==> src/hw/rtl/rsi_pkg.sv <==
package rsi_pkg;

  localparam int AXES     = 3;
  localparam int SQ1_RW   = 52;
  localparam int SQ2_RW   = 34;
  localparam int DIV_NW   = 50;
  localparam int DIV_QW   = 16;
  localparam int NORM_ONE = 16384;

  typedef struct packed {
    logic signed [31:0] origin_x;
    logic signed [31:0] origin_y;
    logic signed [31:0] origin_z;
    logic signed [15:0] dir_x;
    logic signed [15:0] dir_y;
    logic signed [15:0] dir_z;
    logic signed [31:0] center_x;
    logic signed [31:0] center_y;
    logic signed [31:0] center_z;
    logic        [30:0] radius;
  } req_t;

  typedef struct packed {
    logic               hit;
    logic signed [31:0] point_x;
    logic signed [31:0] point_y;
    logic signed [31:0] point_z;
    logic signed [15:0] normal_x;
    logic signed [15:0] normal_y;
    logic signed [15:0] normal_z;
  } res_t;

endpackage

==> src/hw/rtl/rsi_div_cell.sv <==
module rsi_div_cell #(
  parameter int NW  = 50,
  parameter int DW  = 34,
  parameter int QW  = 16,
  parameter int BIT = 0,
  parameter int PW  = 1
) (
  input  logic                             clk_i,
  input  logic                             rst_ni,
  input  logic                             en_i,
  input  logic                             valid_i,
  input  logic [rsi_pkg::AXES-1:0][NW-1:0] rem_i,
  input  logic [rsi_pkg::AXES-1:0][QW-1:0] quo_i,
  input  logic [DW-1:0]                    div_i,
  input  logic [PW-1:0]                    pay_i,
  output logic                             valid_o,
  output logic [rsi_pkg::AXES-1:0][NW-1:0] rem_o,
  output logic [rsi_pkg::AXES-1:0][QW-1:0] quo_o,
  output logic [DW-1:0]                    div_o,
  output logic [PW-1:0]                    pay_o
);
  logic [NW-1:0]                    shifted;
  logic [rsi_pkg::AXES-1:0]         ge;
  logic                             valid_q;
  logic [rsi_pkg::AXES-1:0][NW-1:0] rem_q;
  logic [rsi_pkg::AXES-1:0][QW-1:0] quo_q;
  logic [DW-1:0]                    div_q;
  logic [PW-1:0]                    pay_q;

  assign shifted = NW'(div_i) << BIT;

  always_comb begin
    for (int l = 0; l < rsi_pkg::AXES; l++) begin
      ge[l] = rem_i[l] >= shifted;
    end
  end

  always_ff @(posedge clk_i or negedge rst_ni) begin
    if (!rst_ni) begin
      valid_q <= 1'b0;
    end else if (en_i) begin
      valid_q <= valid_i;
    end
  end

  always_ff @(posedge clk_i) begin
    if (en_i) begin
      for (int l = 0; l < rsi_pkg::AXES; l++) begin
        rem_q[l] <= ge[l] ? rem_i[l] - shifted : rem_i[l];
        quo_q[l] <= ge[l] ? (quo_i[l] | (QW'(1) << BIT)) : quo_i[l];
      end
      div_q <= div_i;
      pay_q <= pay_i;
    end
  end

  assign valid_o = valid_q;
  assign rem_o   = rem_q;
  assign quo_o   = quo_q;
  assign div_o   = div_q;
  assign pay_o   = pay_q;
endmodule

==> config.mk <==
export PLATFORM = sky130hd
export DESIGN_NAME = rsi_div_cell
export DESIGN_NICKNAME = d
export VERILOG_FILES = /design/src/hw/rtl/rsi_pkg.sv /design/src/hw/rtl/rsi_div_cell.sv
export SDC_FILE = /design/constraint.sdc
export NUM_CORES = 1
export LEC_CHECK = 0
export BUFFER_PORTS_ARGS = -buffer_cell sky130_fd_sc_hd__clkbuf_2
export CORE_MARGIN = 5
export CORE_UTILIZATION = 45
export DETAILED_ROUTE_END_ITERATION = 8
export PLACE_DENSITY = 0.74
export SLEW_MARGIN = 40
export SYNTH_ARGS = -nofsm -noshare
export SYNTH_HDL_FRONTEND = slang
export SYNTH_SLANG_ARGS = --single-unit
==> constraint.sdc <==
create_clock -name clk_i -period 0.8 [get_ports clk_i]
set_clock_uncertainty 0.2 [all_clocks]
set_input_delay 0.08 -clock clk_i [delete_from_list [all_inputs] [get_ports clk_i]]
set_output_delay 0.08 -clock clk_i [all_outputs]
set_load 0.05 [all_outputs]
==> results of run 1 <==
## metrics by stage
stage | setup slack (ns) | utilization | area (um^2) | cells
2_1_floorplan | -2.20 | - | 16300 | 1520
3_3_place_gp | -2.51 | 0.684 | 22900 | 2910
3_5_place_dp | -2.53 | 0.684 | 22900 | 2910
4_1_cts | -1.75 | 0.870 | 29200 | 3139
## cells in the mapped netlist (all sizes together) (32+ instances only)
| cell | count |
|---|---|
| a21oi | 165 |
| nor2 | 135 |
| nand3 | 33 |
| nand2 | 140 |
| xor2 | 55 |
| clkbuf | 42 |
| o21ai | 92 |
| ha | 102 |
| xnor2 | 85 |
| nand4 | 32 |
| inv | 64 |
| a21o | 42 |
| edfxtp | 233 |
## cells by family after synthesis
group	share of synthesized area
and+or+nand+nor	0.150
DFF	0.460
buffers and inverters	0.0328
xor gates and xnor gates	0.0804
AOI/OAI and AO/OA	0.174
adders and majority gates	0.0876
muxes	0.0154
## timing repair
| item | 4_1_cts |
|---|---|
| buffers inserted | 58 |
| endpoints found under the setup margin | 388 |
| resized for setup | 802 |
| pin swaps | 110 |
| gates cloned | 10 |
| hold buffers | 117 |
| endpoints found under the hold margin | 468 |
## metal layers
layer | track usage | overflow
met1 | 0.619 | 0
met2 | 0.863 | 4
met3 | 0.506 | 0
met4 | 0.653 | 4
met5 | 0.172 | 0
==> impl_metrics.py, run 1 <==
metrics = {
    "clocking": {
        "root_buffer": "clkbuf_16",
        "cts.sinks": 234,
        "cts_buffers": 27,
        "clock_path_buffers": 3,
        "cts_htree_levels": 1,
    },
    "global_routing": {
        "grt.total_usage": 0.656,
        "antenna_found_initial": 25,
        "grt_overflow": 8,
        "grt_max_degree": 54,
    },
    "synthesis": {
        "synth_seq_cells": 234,
        "synth_cells": 1520,
        "synth-seq-area-share": 0.460,
        "synth_top_area_share": 0.459,
        "synthArstFlopShare": 0.00427,
        "syn_nets": 1862,
        "yosysWarnings": 0,
        "synth_top_area_cell": "edfxtp_1",
        "synthTopCellsByArea": "edfxtp_1, ha_1, a21oi_1",
        "synth_area_um2": 15300,
        "ys_types": 74,
        "synth_edf_count": 233,
        "syn_area_per_cell_um2": 10.0,
        "synth_ff_type": "edfxtp_1",
    },
    "die": {
        "num_rows": 67,
        "die_y_um": 194,
        "io-pin-count": 471,
        "start_util": 0.455,
        "die_w_um": 194,
    },
    "outcome": {
        "stop_stage": "5_1_grt",
        "firstError": "[ERROR GRT-0232] Routing congestion too high. Check the congestion heatmap in the GUI.",
        "outcome": "aborted with a tool error",
    },
    "timing": {
        "worst_path_end_type": "register input",
        "postGrtWorstEndpoint": "rem_o[42]$_DFFE_PP_/D",
    },
    "place": {
        "hpwl_mm": 47.8,
        "io_buffers": 470,
        "finalWeightedCongestion": 0.956,
    },
}
==> inputs of run 2 (changes only) <==
--- a/config.mk
+++ b/config.mk
@@ -7,9 +7,9 @@
 export LEC_CHECK = 0
 export BUFFER_PORTS_ARGS = -buffer_cell sky130_fd_sc_hd__clkbuf_2
 export CORE_MARGIN = 5
-export CORE_UTILIZATION = 45
+export CORE_UTILIZATION = 30
 export DETAILED_ROUTE_END_ITERATION = 8
-export PLACE_DENSITY = 0.74
+export PLACE_DENSITY_LB_ADDON = 0.15
 export SLEW_MARGIN = 40
 export SYNTH_ARGS = -nofsm -noshare
 export SYNTH_HDL_FRONTEND = slang
==> constraint.sdc (replaced) <==
create_clock -name clk_i -period 1 [get_ports clk_i]
set_clock_uncertainty 0.2 [all_clocks]
set_input_delay 0.1 -clock clk_i [delete_from_list [all_inputs] [get_ports clk_i]]
set_output_delay 0.1 -clock clk_i [all_outputs]
set_load 0.05 [all_outputs]
==> run 2 against run 1 <==
Effect of this change: the flow now finishes, with violations (negative hold slack, negative setup slack); synthesized cell count unchanged; synthesized area unchanged.
==> impl_metrics.py, run 2 <==
metrics = {
    "outcome": {
        "outcome": "finished with violations",
        "violations": "negative hold slack, negative setup slack",
    },
    "synthesis": {
        "syn_nets": 1862,
        "synth_cells": 1520,
        "synthTopCellsByCount": "edfxtp_1, a21oi_1, nor2_1",
        "synth_edf_count": 233,
        "synth_top_area_cell": "edfxtp_1",
        "yosysWarnings": 0,
        "synth-seq-area-share": 0.460,
        "synth_ff_type": "edfxtp_1",
        "synth_top_area_share": 0.459,
        "syn_area_per_cell_um2": 10.0,
        "synth_seq_cells": 234,
        "synthArstFlopShare": 0.00427,
        "yosysMostFrequentCell": "edfxtp_1",
        "ys_types": 74,
        "synthTopCellsByArea": "edfxtp_1, ha_1, a21oi_1",
        "synth_area_um2": 15300,
    },
    "place": {
        "preCtsSetupSlack_ns": -2.38,
        "io_buffers": 470,
        "hpwl_mm": 50.4,
        "dp_cells": 3165,
        "finalWeightedCongestion": 0.907,
    },
    "pwr": {
        "p_sw_uw": 15400,
        "clock_power_share": 0.270,
        "ir_drop_uv": 1590,
        "pwr-share-seq": 0.294,
        "switching_share": 0.349,
        "p_per_area_nw_per_um2": 1350,
        "leakagePower_uw": 0.0140,
        "internal_power_uw": 28900,
        "comb_power_share": 0.436,
    },
    "timing": {
        "setup_viol": 388,
        "fin_hold_ws_ns": -0.296,
        "tightest_slew_ns": 0.691,
        "slew_violations": 0,
        "rsz0062_at_grt": "yes",
        "relSlewSlack": 0.536,
        "setup_ws_ns": -1.75,
        "fmaxAchievable_ghz": 0.364,
        "layout_min_cycle_time_ns": 2.75,
        "hold_viol": 261,
        "finalCritPeriodShare": 2.75,
    },
    "layout": {
        "layout-drive-gt1-share": 0.564,
        "seqCellArea_um2": 7020,
        "largest_register_ffs": 150,
        "final_common_cell": "buf_4",
        "syn2layout_area_growth_pct": 115,
        "nFillCells": 3816,
        "layout_common_cells": "buf_4, edfxtp_1, dlygate4sd3_1, clkbuf_2, clkbuf_8",
        "final_cells": 3553,
        "fin_nets": 3200,
        "multi_input_area_um2": 10600,
    },
    "hold_path": {
        "hp-class": "input port to register",
        "min_from": "rem_i[100]",
        "min_to": "rem_o[100]",
        "worstHoldPathCells": 3,
    },
    "global_routing": {
        "grt_max_degree": 25,
        "grt.total_usage": 0.237,
        "grt_pass1_vias": 18200,
        "antenna_found_initial": 5,
        "grt_overflow": 0,
        "grt_pass1_wl_mm": 105,
    },
    "worst_setup_path": {
        "r2r_start": "valid_o",
        "cp_top_family": "simple AND/OR/NAND/NOR gates",
        "start_kind": "input port",
        "cp_common_cell": "o2111ai_4",
        "r2r_end": "valid_o",
        "path_cells": "buf_4, ha_4, nand4_1, or3b_4, or3_4, o211a_4, o2111ai_4, o2111ai_4, nor4_4, xor2_1",
        "crit_path_end_kind": "register",
        "max_stage_delay_ns": 0.48,
        "critPathRequiredTime_ns": 1.10,
        "worst_path_max_delay_cell": "or3b_4",
        "r2r_slack_ns": -0.02,
        "critPathKind": "input port to register",
        "r2r_cells": 1,
        "path_buf_inv": 1,
        "crit_arrival_ns": 2.85,
        "crit_fanout": 3,
    },
    "clocking": {
        "clk_latency_ns": 0.56,
        "clock_path_buffers": 3,
        "cts_buffers": 30,
        "cts.sinks": 234,
        "cts_tree": "built",
        "cts_htree_levels": 1,
        "clk_pin_slew_ns": 0.06,
        "root_buffer": "clkbuf_16",
    },
    "drt": {
        "final_antenna_net_count": 0,
        "drc": 0,
        "drt-pass1-iter-count": 5,
        "totalWireLength_mm": 70.9,
        "via_per_inst": 4.91,
        "wl_per_cell_um": 19.9,
        "vias": 17400,
        "drt_iter0_drc": 956,
    },
    "die": {
        "io-pin-count": 471,
        "die_w_um": 236,
        "start_util": 0.304,
        "die_y_um": 236,
        "die_area_um2": 55500,
        "num_rows": 82,
        "coreArea_um2": 50300,
    },
    "job": {
        "cap_violations": 0,
    },
}
run 2: cells by family after synthesis:
group	share of synthesized area
flops	0.460
fa+ha+maj	0.0876
mux	0.0154
buf+inv	0.0328
simple gates	0.150
compound gates	0.174
xor+xnor	0.0804
run 2: how the worst max path moves through the flow:
| stage | from | endpoint | slack (ns) | cells after the start |
|---|---|---|---|---|
| after global placement | div_i[12] | rem_o[138] | -2.40 | 11 |
| after floorplan | div_i[11] | rem_o[148] | -2.02 | 11 |
| after CTS | div_i[13] | rem_o[140] | -1.62 | 12 |
| after detailed placement | div_i[1] | rem_o[137] | -2.38 | 14 |
| after global routing | div_i[11] | rem_o[148] | -1.80 | 11 |
| final | rem_i[111] | rem_o[148] | -1.75 | 10 |
run 2: cell type report:
cell class	count	area share
inverter	64	0.00984
sequential	234	0.214
multi-input combinational	1164	0.323
tap	672	0.0256
antenna	2	0.000153
clock inverter	17	0.00869
timing repair buffer	1364	0.394
clock buffer	36	0.0242
run 2: repair_timing:
action                                  4_1_cts  5_1_grt
hold endpoints to repair                    468      269
hold buffers                                218       15
endpoints found under the setup margin      387      388
setup buffers                                66       38
pin swaps                                   129      129
resized for setup                           809      333
gates cloned                                 13        2
run 2: per-stage QoR:
stage          utilization  power, uW  setup TNS (ns)  cell area (um^2)  hold WS (ns)
4_1_cts              0.623      43200         -339.23             31300        -0.482
5_1_grt              0.653      46000         -354.99             32800        -0.297
2_1_floorplan            -      21400         -257.60             16300        -0.396
3_3_place_gp         0.470      27500         -347.74             23600        -0.324
6_report             0.653      44300         -336.01             32800        -0.296
3_5_place_dp         0.470      27500         -354.67             23600        -0.320
run 2: worst min-delay path: stages:
cell and delay, ns:
clkbuf_2 0.12, nor2_4 0.05, a21oi_4 0.09
run 2: power by group through the flow:
stage	Sequential (uW)	Clock (uW)	Combinational (uW)
after global routing	13100	12600	20300
after CTS	12900	12200	18100
after floorplan	16900	0	4510
after detailed placement	12900	0	14600
final	13000	12000	19300
after global placement	12900	0	14500
run 2: layer usage:
layer,wire (um),share of wire,track usage,vias to the layer above
met4,2430,0.034,0.0660,6
met2,35100,0.49,0.413,548
met3,4510,0.064,0.0477,119
met1,28800,0.41,0.300,8422
li1,-,-,-,8352
met5,30,0.00042,0,-
No activity file was read; power rests on OpenSTA's default activity.
