### config.mk
export PLATFORM = sky130hd
export DESIGN_NAME = rsi_sqrt_cell
export DESIGN_NICKNAME = d
export VERILOG_FILES = /design/src/hw/rtl/rsi_sqrt_cell.sv
export SDC_FILE = /design/constraint.sdc
export NUM_CORES = 1
export LEC_CHECK = 0
export BUFFER_PORTS_ARGS = -buffer_cell sky130_fd_sc_hd__buf_2
export CAP_MARGIN = 20
export CORE_MARGIN = 4
export CORE_UTILIZATION = 30
export CTS_CLUSTER_DIAMETER = 40
export DETAILED_ROUTE_END_ITERATION = 7
export SETUP_SLACK_MARGIN = 0.05
export SYNTH_ARGS = -nofsm -noshare
export SYNTH_HDL_FRONTEND = slang
export SYNTH_SLANG_ARGS = --single-unit
### constraint.sdc
create_clock -name clk_i -period 0.9 [get_ports clk_i]
set_input_delay 0.27 -clock clk_i [delete_from_list [all_inputs] [get_ports clk_i]]
set_output_delay 0.27 -clock clk_i [all_outputs]
set_load 0.01 [all_outputs]
### src/hw/rtl/rsi_sqrt_cell.sv
module rsi_sqrt_cell #(
  parameter int RW  = 52,
  parameter int BIT = 0,
  parameter int PW  = 1
) (
  input  logic            clk_i,
  input  logic            rst_ni,
  input  logic            en_i,
  input  logic            valid_i,
  input  logic [2*RW-1:0] rem_i,
  input  logic [RW-1:0]   root_i,
  input  logic [PW-1:0]   pay_i,
  output logic            valid_o,
  output logic [2*RW-1:0] rem_o,
  output logic [RW-1:0]   root_o,
  output logic [PW-1:0]   pay_o
);
  localparam int VW = 2 * RW;

  logic [VW-1:0] trial;
  logic          ge;
  logic          valid_q;
  logic [VW-1:0] rem_q;
  logic [RW-1:0] root_q;
  logic [PW-1:0] pay_q;

  // (root + 2^BIT)^2 - root^2
  assign trial = (VW'(root_i) << (BIT + 1)) | (VW'(1) << (2 * BIT));
  assign ge    = rem_i >= trial;

  always_ff @(posedge clk_i or negedge rst_ni) begin
    if (!rst_ni) begin
      valid_q <= 1'b0;
    end else if (en_i) begin
      valid_q <= valid_i;
    end
  end

  always_ff @(posedge clk_i) begin
    if (en_i) begin
      rem_q  <= ge ? rem_i - trial : rem_i;
      root_q <= ge ? (root_i | (RW'(1) << BIT)) : root_i;
      pay_q  <= pay_i;
    end
  end

  assign valid_o = valid_q;
  assign rem_o   = rem_q;
  assign root_o  = root_q;
  assign pay_o   = pay_q;
endmodule

---- Word level (Yosys, flattened, before mapping) ----
Cells that the tools add are included.
word-level totals
  register bits after elaboration ......... 158
  bits in latches ......................... 0
  memory bits (writable) .................. 0
  ROM bits ................................ 0
  output and inout bits ................... 158
  word-level logic and storage cells ...... 8
  memories ................................ 0
operators by class
  $add $sub $neg .......................... 1
  multiply operators ...................... 0
  divide/modulo/power cells ............... 0
  order comparisons ....................... 1
  eq/ne operators ......................... 0
  shift-type cells ........................ 0
  muxes and demuxes ....................... 1
  bitwise operators ....................... 0
  reduce and logical (&&, ||, !) cells .... 0
operators by type and width
  cell                                           count
  greater-or-equal comparator 104 x 53 -> 1 bit  1
  two-way mux 104 bit                            1
  subtractor 104 x 53 -> 104 bit                 1

---- Logic depth before layout (Yosys ltp) ----
Gate-level depths: netlist (run 1).
  word-level depth ........................ 2
  mapped depth ............................ 14

---- Worst setup path before layout (run 1) ----
No wires, ideal clock.
  path kind ............................... input port to flip-flop
  start ................................... input port root_i[0]
  end ..................................... register rem_q[78] (netlist: rem_o[78]) (data pin)
  arrival time ............................ 2.591 ns
  path slack .............................. -1.949 ns
  cell stages on the path ................. 13
  path buffers ............................ 2
  path through ............................ inv_1 fa_1 a211oi_1 o211ai_1 a31oi_1 a31oi_2 and2b_1 o21ai_0 and3b_1 buf_2 buf_6 nand4_1 xnor2_1
on the way
  cells in the longest elaborated chain, start to end .. 2
  elaborated cells on any way between the ends .. 3
RTL lines
  item                                                                                             line    RTL
  from (decl)                                                                                      11      input logic [RW-1:0] root_i,
  subtractor 104 x 53 -> 104 bit or greater-or-equal comparator 104 x 53 -> 1 bit (tied branches)  41, 29
  two-way mux 104 bit *                                                                            41      rem_q <= ge ? rem_i - trial : rem_i;
  to (signal assigned)                                                                             41
  to (decl)                                                                                        23      logic [VW-1:0] rem_q;
Every way passes the cells marked *; elsewhere a longest branch is shown, timed or not.
A chain may end at the register's enable or synchronous reset.

---- Worst setup path in the final report (run 1) ----
  start ................................... input port rem_i[1]
  end ..................................... register rem_q[67] (netlist: rem_o[67]) (data pin)
on the way
  cells in the longest elaborated chain, start to end .. 2
  elaborated cells on any way between the ends .. 3
RTL lines
  item                                                                                             line    RTL
  from (decl)                                                                                      10      input logic [2*RW-1:0] rem_i,
  subtractor 104 x 53 -> 104 bit or greater-or-equal comparator 104 x 53 -> 1 bit (tied branches)  41, 29
  two-way mux 104 bit *                                                                            41
Marked as above.

==> results of run 1 <==
-- worst max-delay path: cells and delay by family --
family	cells	cell delay, ns
compound gates	6	1.14
xor+xnor	1	0.12
fa+ha+maj	1	0.40
buf+inv	4	0.51
simple gates	2	0.35
-- repair_timing --
| action | 4_1_cts | 5_1_grt |
|---|---|---|
| pin swaps | 56 | 55 |
| hold buffers | 42 | 2 |
| endpoints found under the hold margin | 42 | 2 |
| endpoints found under the setup margin | 263 | 263 |
| buffers inserted | 21 | 24 |
| cloned | 4 | 4 |
| gates resized for setup | 200 | 178 |
-- Yosys cell counts, types with 3 or more instances --
master	n	area share, %
a21boi_0	5	0.36
a21o_1	11	0.79
a21oi_1	114	5.5
a221o_1	3	0.29
a221oi_1	3	0.25
a31oi_1	9	0.54
and2_1	4	0.24
and3_1	5	0.30
buf_2	11	0.53
buf_6	8	0.86
clkbuf_1	30	1.1
edfxtp_1	157	45
ha_1	53	6.4
inv_1	64	2.3
nand2_1	94	3.4
nand2b_1	6	0.36
nand3_1	26	1.2
nand3b_1	5	0.36
nand4_1	40	2.4
nand4b_1	3	0.25
nor2_1	110	4.0
nor2b_1	7	0.42
nor3_1	18	0.86
nor4_1	16	0.96
nor4_2	4	0.48
o2111ai_1	3	0.25
o211ai_1	8	0.58
o21a_1	17	1.2
o21ai_0	39	1.9
o21ai_1	13	0.62
o21bai_1	7	0.50
o31ai_1	6	0.43
or2_1	4	0.24
or2_2	4	0.24
or3_1	11	0.66
or4_1	5	0.36
xnor2_1	71	6.0
xor2_1	29	2.4
-- cell type report --
type	count	share of cell area, %
multi-input cells	798	36.87
repair buffers	760	30.26
flip-flops and latches	158	25.23
well taps	455	3.031
clock buffers	17	2.265
inverters	64	1.519
clock inverters	15	0.8061
diodes	1	0.01332
-- layer usage --
| layer | part of all wire [%] | up-vias | global-route usage [%] | wire length (um) |
|---|---|---|---|---|
| met5 | 0.054 | - | 0 | 23 |
| met4 | 2.3 | 4 | 5.026 | 985 |
| met3 | 6.0 | 60 | 5.044 | 2529 |
| met2 | 49 | 400 | 36.18 | 20630 |
| met1 | 43 | 5387 | 27.32 | 18070 |
| li1 | - | 5388 | - | - |
-- path summary, 6_finish.rpt --
check / endpoint / depth (start not counted) / from
worst max-delay path: rem_o[67] / 14 / rem_i[1]
worst min-delay path: root_o[11] / 1 / root_i[11]
worst max register to register: valid_o / 1 / valid_o
worst min register to register: valid_o / 1 / valid_o
max in group asynchronous: valid_o / 2 / rst_ni
min in group asynchronous: valid_o / 2 / rst_ni
-- cell families after synthesis --
family	after synthesis	share of synthesized area, %
simple gates	382	18.88
flops	158	45.46
fa+ha+maj	54	6.553
compound gates	261	15.78
mux	1	0.1080
buf+inv	114	4.813
xor+xnor	100	8.401
-- flip-flops by register name, summed over array words and instances, names as in the netlist --
name     count
root_o      52
pay_o        1
valid_o      1
rem_o      104
-- stage by stage --
step / setup TNS, ns / setup WS [ns]
after global placement: -256.62 / -2.513
after detailed placement: -260.27 / -2.495
after floorplan: -183.03 / -1.812
final: -226.71 / -1.723
after global routing: -242.70 / -1.810
after CTS: -224.42 / -1.674
-- report_power, final --
part           internal, W  switching [W]  total, W
Sequential         0.00910       0.000240   0.00934
Combinational      0.00423        0.00429   0.00851
Clock              0.00390        0.00355   0.00745
==> results.py, run 1 <==
metrics = {
    "sta": {
        "rsz0062_at_grt": "true",
        "setup_ws_ns": -1.723,
        "setup_viol": 263,
        "maxSlewViolCount": 0,
        "worstMarginPinSlew_ns": 0.6758,
        "finalHoldWorstSlack_ns": 0.02503,
        "slew_headroom_pct": 54.53,
        "fin_crit_ns": 2.623,
        "max_freq_ghz": 0.3813,
        "hold_viol_final": 0,
        "post-route-period-util_pct": 291.4,
        "fin_skew_ns": 0,
    },
    "yosys": {
        "postSynthAreaPerCell_um2": 9.743,
        "synth_cells": 1070,
        "synth-edff-count": 157,
        "yosys_warnings": 0,
        "ys_seq_area_share_pct": 45.46,
        "ys_async_sr_fraction_pct": 0.6329,
        "ys.flop_type": "edfxtp_1",
        "synthesis.area_um2": 10420,
        "ys_ff_latch": 158,
        "synth_nets": 1285,
        "ys_types": 76,
    },
    "global_route": {
        "grt_max_degree": 42,
        "track_usage_pct": 21.20,
        "antenna_found_initial": 3,
        "grt_pass1_vias": 11580,
        "grt_first_pass_wirelength_mm": 63.54,
        "overflow": 0,
    },
    "layout": {
        "final-seq-area_um2": 4740,
        "area_growth_pct": 80.16,
        "final_util_pct": 54.64,
        "stdcell_area_um2": 18780,
        "layout-drive-gt1-share_pct": 56.29,
        "nets": 2014,
        "final_common_cell": "buf_4",
        "multi_input_area_um2": 6925,
        "layoutNonFillerInstCount": 2268,
        "layout_common_cells": "buf_4, buf_2, edfxtp_1, a21oi_1, nor2_1",
        "num-fill-cells": 3036,
    },
    "placement": {
        "post_dp_cell_area_um2": 15460,
        "hpwl_mm": 31.77,
        "port-buffer-count": 318,
        "place.gp.congestion": 0.9135,
        "dp.cells": 2142,
    },
    "outcome": {
        "failed_checks": "setup timing",
        "status": "finished, violations left",
    },
    "critical_path": {
        "endpoint_kind": "flip-flop",
        "worst_ep_required_time_ns": 1.11,
        "cp_cell_sequence": "buf_8 -> fa_2 -> a211oi_2 -> o211ai_1 -> a31oi_4 -> a31oi_4 -> and2b_2 -> o211ai_4 -> buf_12 -> nand2_8 -> buf_4 -> buf_6 -> o2111ai_2 -> xnor2_2",
        "cpMostUsedCell": "a31oi_4",
        "max_stage_delay_ns": 0.40,
        "slowest_stage": "fa_2",
        "startpoint_type": "input port",
        "crit_fanout": 6,
        "crit_type": "in -> reg",
        "cp_data_arrival_time_ns": 2.83,
        "rrSetupSlack_ns": 0.15,
    },
    "floorplan": {
        "fp.dieH_um": 194.4,
        "die_w_um": 194.4,
        "core_area_um2": 34370,
        "rows": 68,
        "pin_count": 319,
        "start_util_pct": 30.33,
        "die_area_um2": 37800,
    },
    "cts": {
        "clk_latency_ns": 0.46,
        "cts_buffers": 17,
        "cts_tree": "built",
        "clk_path_buf_depth": 2,
        "clk_pin_slew_ns": 0.07,
        "cts_max_level": 4,
        "clockRootBuffer": "clkbuf_16",
        "cts_sinks": 158,
    },
    "power_and_ir_drop": {
        "powerDensity_nw_per_um2": 1347,
        "cellLeakagePower_nw": 7.859,
        "peakVddDrop_mv": 1.334,
        "p_total_w": 0.02530,
    },
    "hold_path": {
        "hp-class": "in -> reg",
    },
    "detailed_routing": {
        "detail-route-antenna-nets": 0,
        "avgRoutedWirePerCell_um": 18.62,
        "drt-pass1-iter-count": 8,
        "route.detailed.drc": 0,
        "drtIter0Drc": 714,
        "vias": 11240,
        "avgViaCountPerCell": 4.955,
        "routed_wl_mm": 42.24,
    },
    "job": {
        "cap_violations": 0,
    },
}
No activity file was read; power rests on OpenSTA's default activity.
==> run 2, diff against run 1 <==
--- a/config.mk
+++ b/config.mk
@@ -11,6 +11,7 @@
 export CORE_UTILIZATION = 30
 export CTS_CLUSTER_DIAMETER = 40
 export DETAILED_ROUTE_END_ITERATION = 7
+export HOLD_SLACK_MARGIN = 0.1
 export SETUP_SLACK_MARGIN = 0.05
 export SYNTH_ARGS = -nofsm -noshare
 export SYNTH_HDL_FRONTEND = slang
==> run 2 against run 1 <==
The run still ends with setup timing left. Non-clock buffer count up 14. Critical path depth up 1. Clock skew unchanged. Worst setup slack worse by 0.050 ns. Global-route usage up 0.077 points. Die area unchanged. Total power up 0.44%. Wire length up 1.4%. Clock power about the same. Utilization up 0.61 points. Sequential share of layout area down 0.28 points. Critical endpoint is now rem_o[99]. Largest power group unchanged. Highest routed layer unchanged.
==> results.py, run 2 (same netlist as run 1, synthesis figures left out) <==
metrics = {
    "sta": {
        "finalHoldWorstSlack_ns": 0.08515,
        "rsz0062_at_grt": "true",
        "worstMarginPinSlew_ns": 0.6434,
        "post-route-period-util_pct": 297.0,
        "hold_viol_final": 0,
        "fin_crit_ns": 2.673,
        "fin_skew_ns": 0,
        "setup_ws_ns": -1.773,
        "setup_viol": 263,
        "max_freq_ghz": 0.3741,
        "maxSlewViolCount": 0,
        "slew_headroom_pct": 56.71,
    },
    "critical_path": {
        "cp_cell_sequence": "buf_8 -> inv_4 -> ha_4 -> buf_6 -> o21a_4 -> o211ai_1 -> a221o_1 -> a21oi_4 -> nor4_4 -> nor2_2 -> a211oi_4 -> buf_6 -> buf_12 -> nand4_1 -> xnor2_1",
        "critical_path_buf_inv_count": 5,
        "slowest_stage": "a221o_1",
        "worst_ep_required_time_ns": 1.11,
        "endpoint_kind": "flip-flop",
        "crit_fanout": 8,
        "max_stage_delay_ns": 0.36,
        "cp_data_arrival_time_ns": 2.88,
        "crit_type": "in -> reg",
        "startpoint_type": "input port",
        "cpMostUsedCell": "buf_6",
        "rrSetupSlack_ns": 0.14,
        "critical-path-top-delay-family": "compound AO/OA/AOI/OAI gates",
    },
    "floorplan": {
        "die_w_um": 194.4,
        "rows": 68,
        "core_area_um2": 34370,
        "fp.dieH_um": 194.4,
        "pin_count": 319,
        "die_area_um2": 37800,
        "start_util_pct": 30.33,
    },
    "cts": {
        "cts_buffers": 17,
        "clk_latency_ns": 0.46,
        "clockRootBuffer": "clkbuf_16",
        "cts_tree": "built",
        "cts_sinks": 158,
        "cts_hold_buf": 53,
        "cts_max_level": 4,
        "clk_path_buf_depth": 2,
        "clk_pin_slew_ns": 0.07,
    },
    "placement": {
        "hpwl_mm": 31.77,
        "place_ws_ns": -2.495,
        "port-buffer-count": 318,
        "place.gp.congestion": 0.9135,
    },
    "detailed_routing": {
        "drtIter0Drc": 663,
        "drt-pass1-iter-count": 7,
        "avgRoutedWirePerCell_um": 18.76,
        "routed_wl_mm": 42.81,
        "avgViaCountPerCell": 4.932,
        "detail-route-antenna-nets": 0,
        "vias": 11260,
        "route.detailed.drc": 0,
    },
    "outcome": {
        "status": "finished, violations left",
        "failed_checks": "setup timing",
    },
    "global_route": {
        "antenna_found_initial": 3,
        "overflow": 0,
        "grt_max_degree": 42,
        "track_usage_pct": 21.27,
        "grt_first_pass_wirelength_mm": 63.78,
        "grt_pass1_vias": 11640,
    },
    "layout": {
        "area_growth_pct": 82.17,
        "layout-drive-gt1-share_pct": 56.63,
        "layout_common_cells": "buf_4, buf_2, edfxtp_1, a21oi_1, nand2_1",
        "nets": 2028,
        "final_common_cell": "buf_4",
        "largest_reg_flops": 104,
    },
    "power_and_ir_drop": {
        "cellLeakagePower_nw": 7.958,
        "powerDensity_nw_per_um2": 1338,
        "peakVddDrop_mv": 1.337,
    },
    "job": {
        "cap_violations": 0,
    },
    "hold_path": {
        "hp-class": "in -> reg",
    },
}
==> run 2: cell count changes in the layout (fill, tap and decap cells not counted), sizes merged <==
cell          before  now
dlygate4sd3       44   52
clkbuf            21   23
dlymetal6s4s       0    1
buf              712  715
==> run 2: what timing repair did <==
action | CTS | global route
cloned | 4 | 6
buffers inserted | 21 | 27
setup endpoints to repair | 263 | 264
pin swaps | 56 | 53
endpoints found under the hold margin | 53 | 1
resized for setup | 200 | 185
==> run 2: tightest hold or removal path: cells and delay by family <==
kind,cells,cell delay (ns)
buf+inv,2,0.12
simple gates,1,0.05
==> run 2: where the power goes <==
group	total (W)	switching, W	internal [W]	leakage [nW]
sequential	0.00934	0.000241	0.00910	1.55
clock	0.00748	0.00358	0.00390	0.281
combinational	0.00859	0.00433	0.00427	6.13
total	0.0254	0.00814	0.0173	7.96
==> run 2: routing by layer <==
layer,GRT usage [%],vias to the layer above,routed length (um)
li1,-,5413,-
met1,27.42,5414,18410
met2,36.13,365,20830
met3,5.062,59,2486
met4,5.417,4,1057
met5,0,-,23
==> run 2: final cells by class <==
class	count	area, um^2
well taps	455	569.3
fillers	3030	15380
inverters	64	285.3
repair buffers	774	5812
multi-input cells	798	7005
diodes	1	2.502
clock buffers	17	425.4
clock inverters	15	151.4
flip-flops and latches	158	4740
==> run 2: through the flow <==
stage	TNS [ns]	instance area (um^2)	power (W)	cells	utilization [%]
floorplan	-183.03	10950	0.01279	1070	-
global placement	-256.62	15460	0.01651	2142	44.97
detailed placement	-260.27	15460	0.01657	2142	44.97
CTS	-224.42	17760	0.02481	2251	51.68
global route	-243.42	18990	0.02657	2282	55.25
finish	-227.73	18990	0.02541	2282	55.25
==> run 2: worst paths after layout <==
kind / depth (start not counted) / from / end
setup / recovery: 15 / root_i[4] / rem_o[99]
hold / removal: 3 / root_i[0] / root_o[0]
setup reg to reg: 1 / valid_o / valid_o
hold reg to reg: 1 / valid_o / valid_o
max in group asynchronous: 3 / rst_ni / valid_o
min in group asynchronous: 3 / rst_ni / valid_o
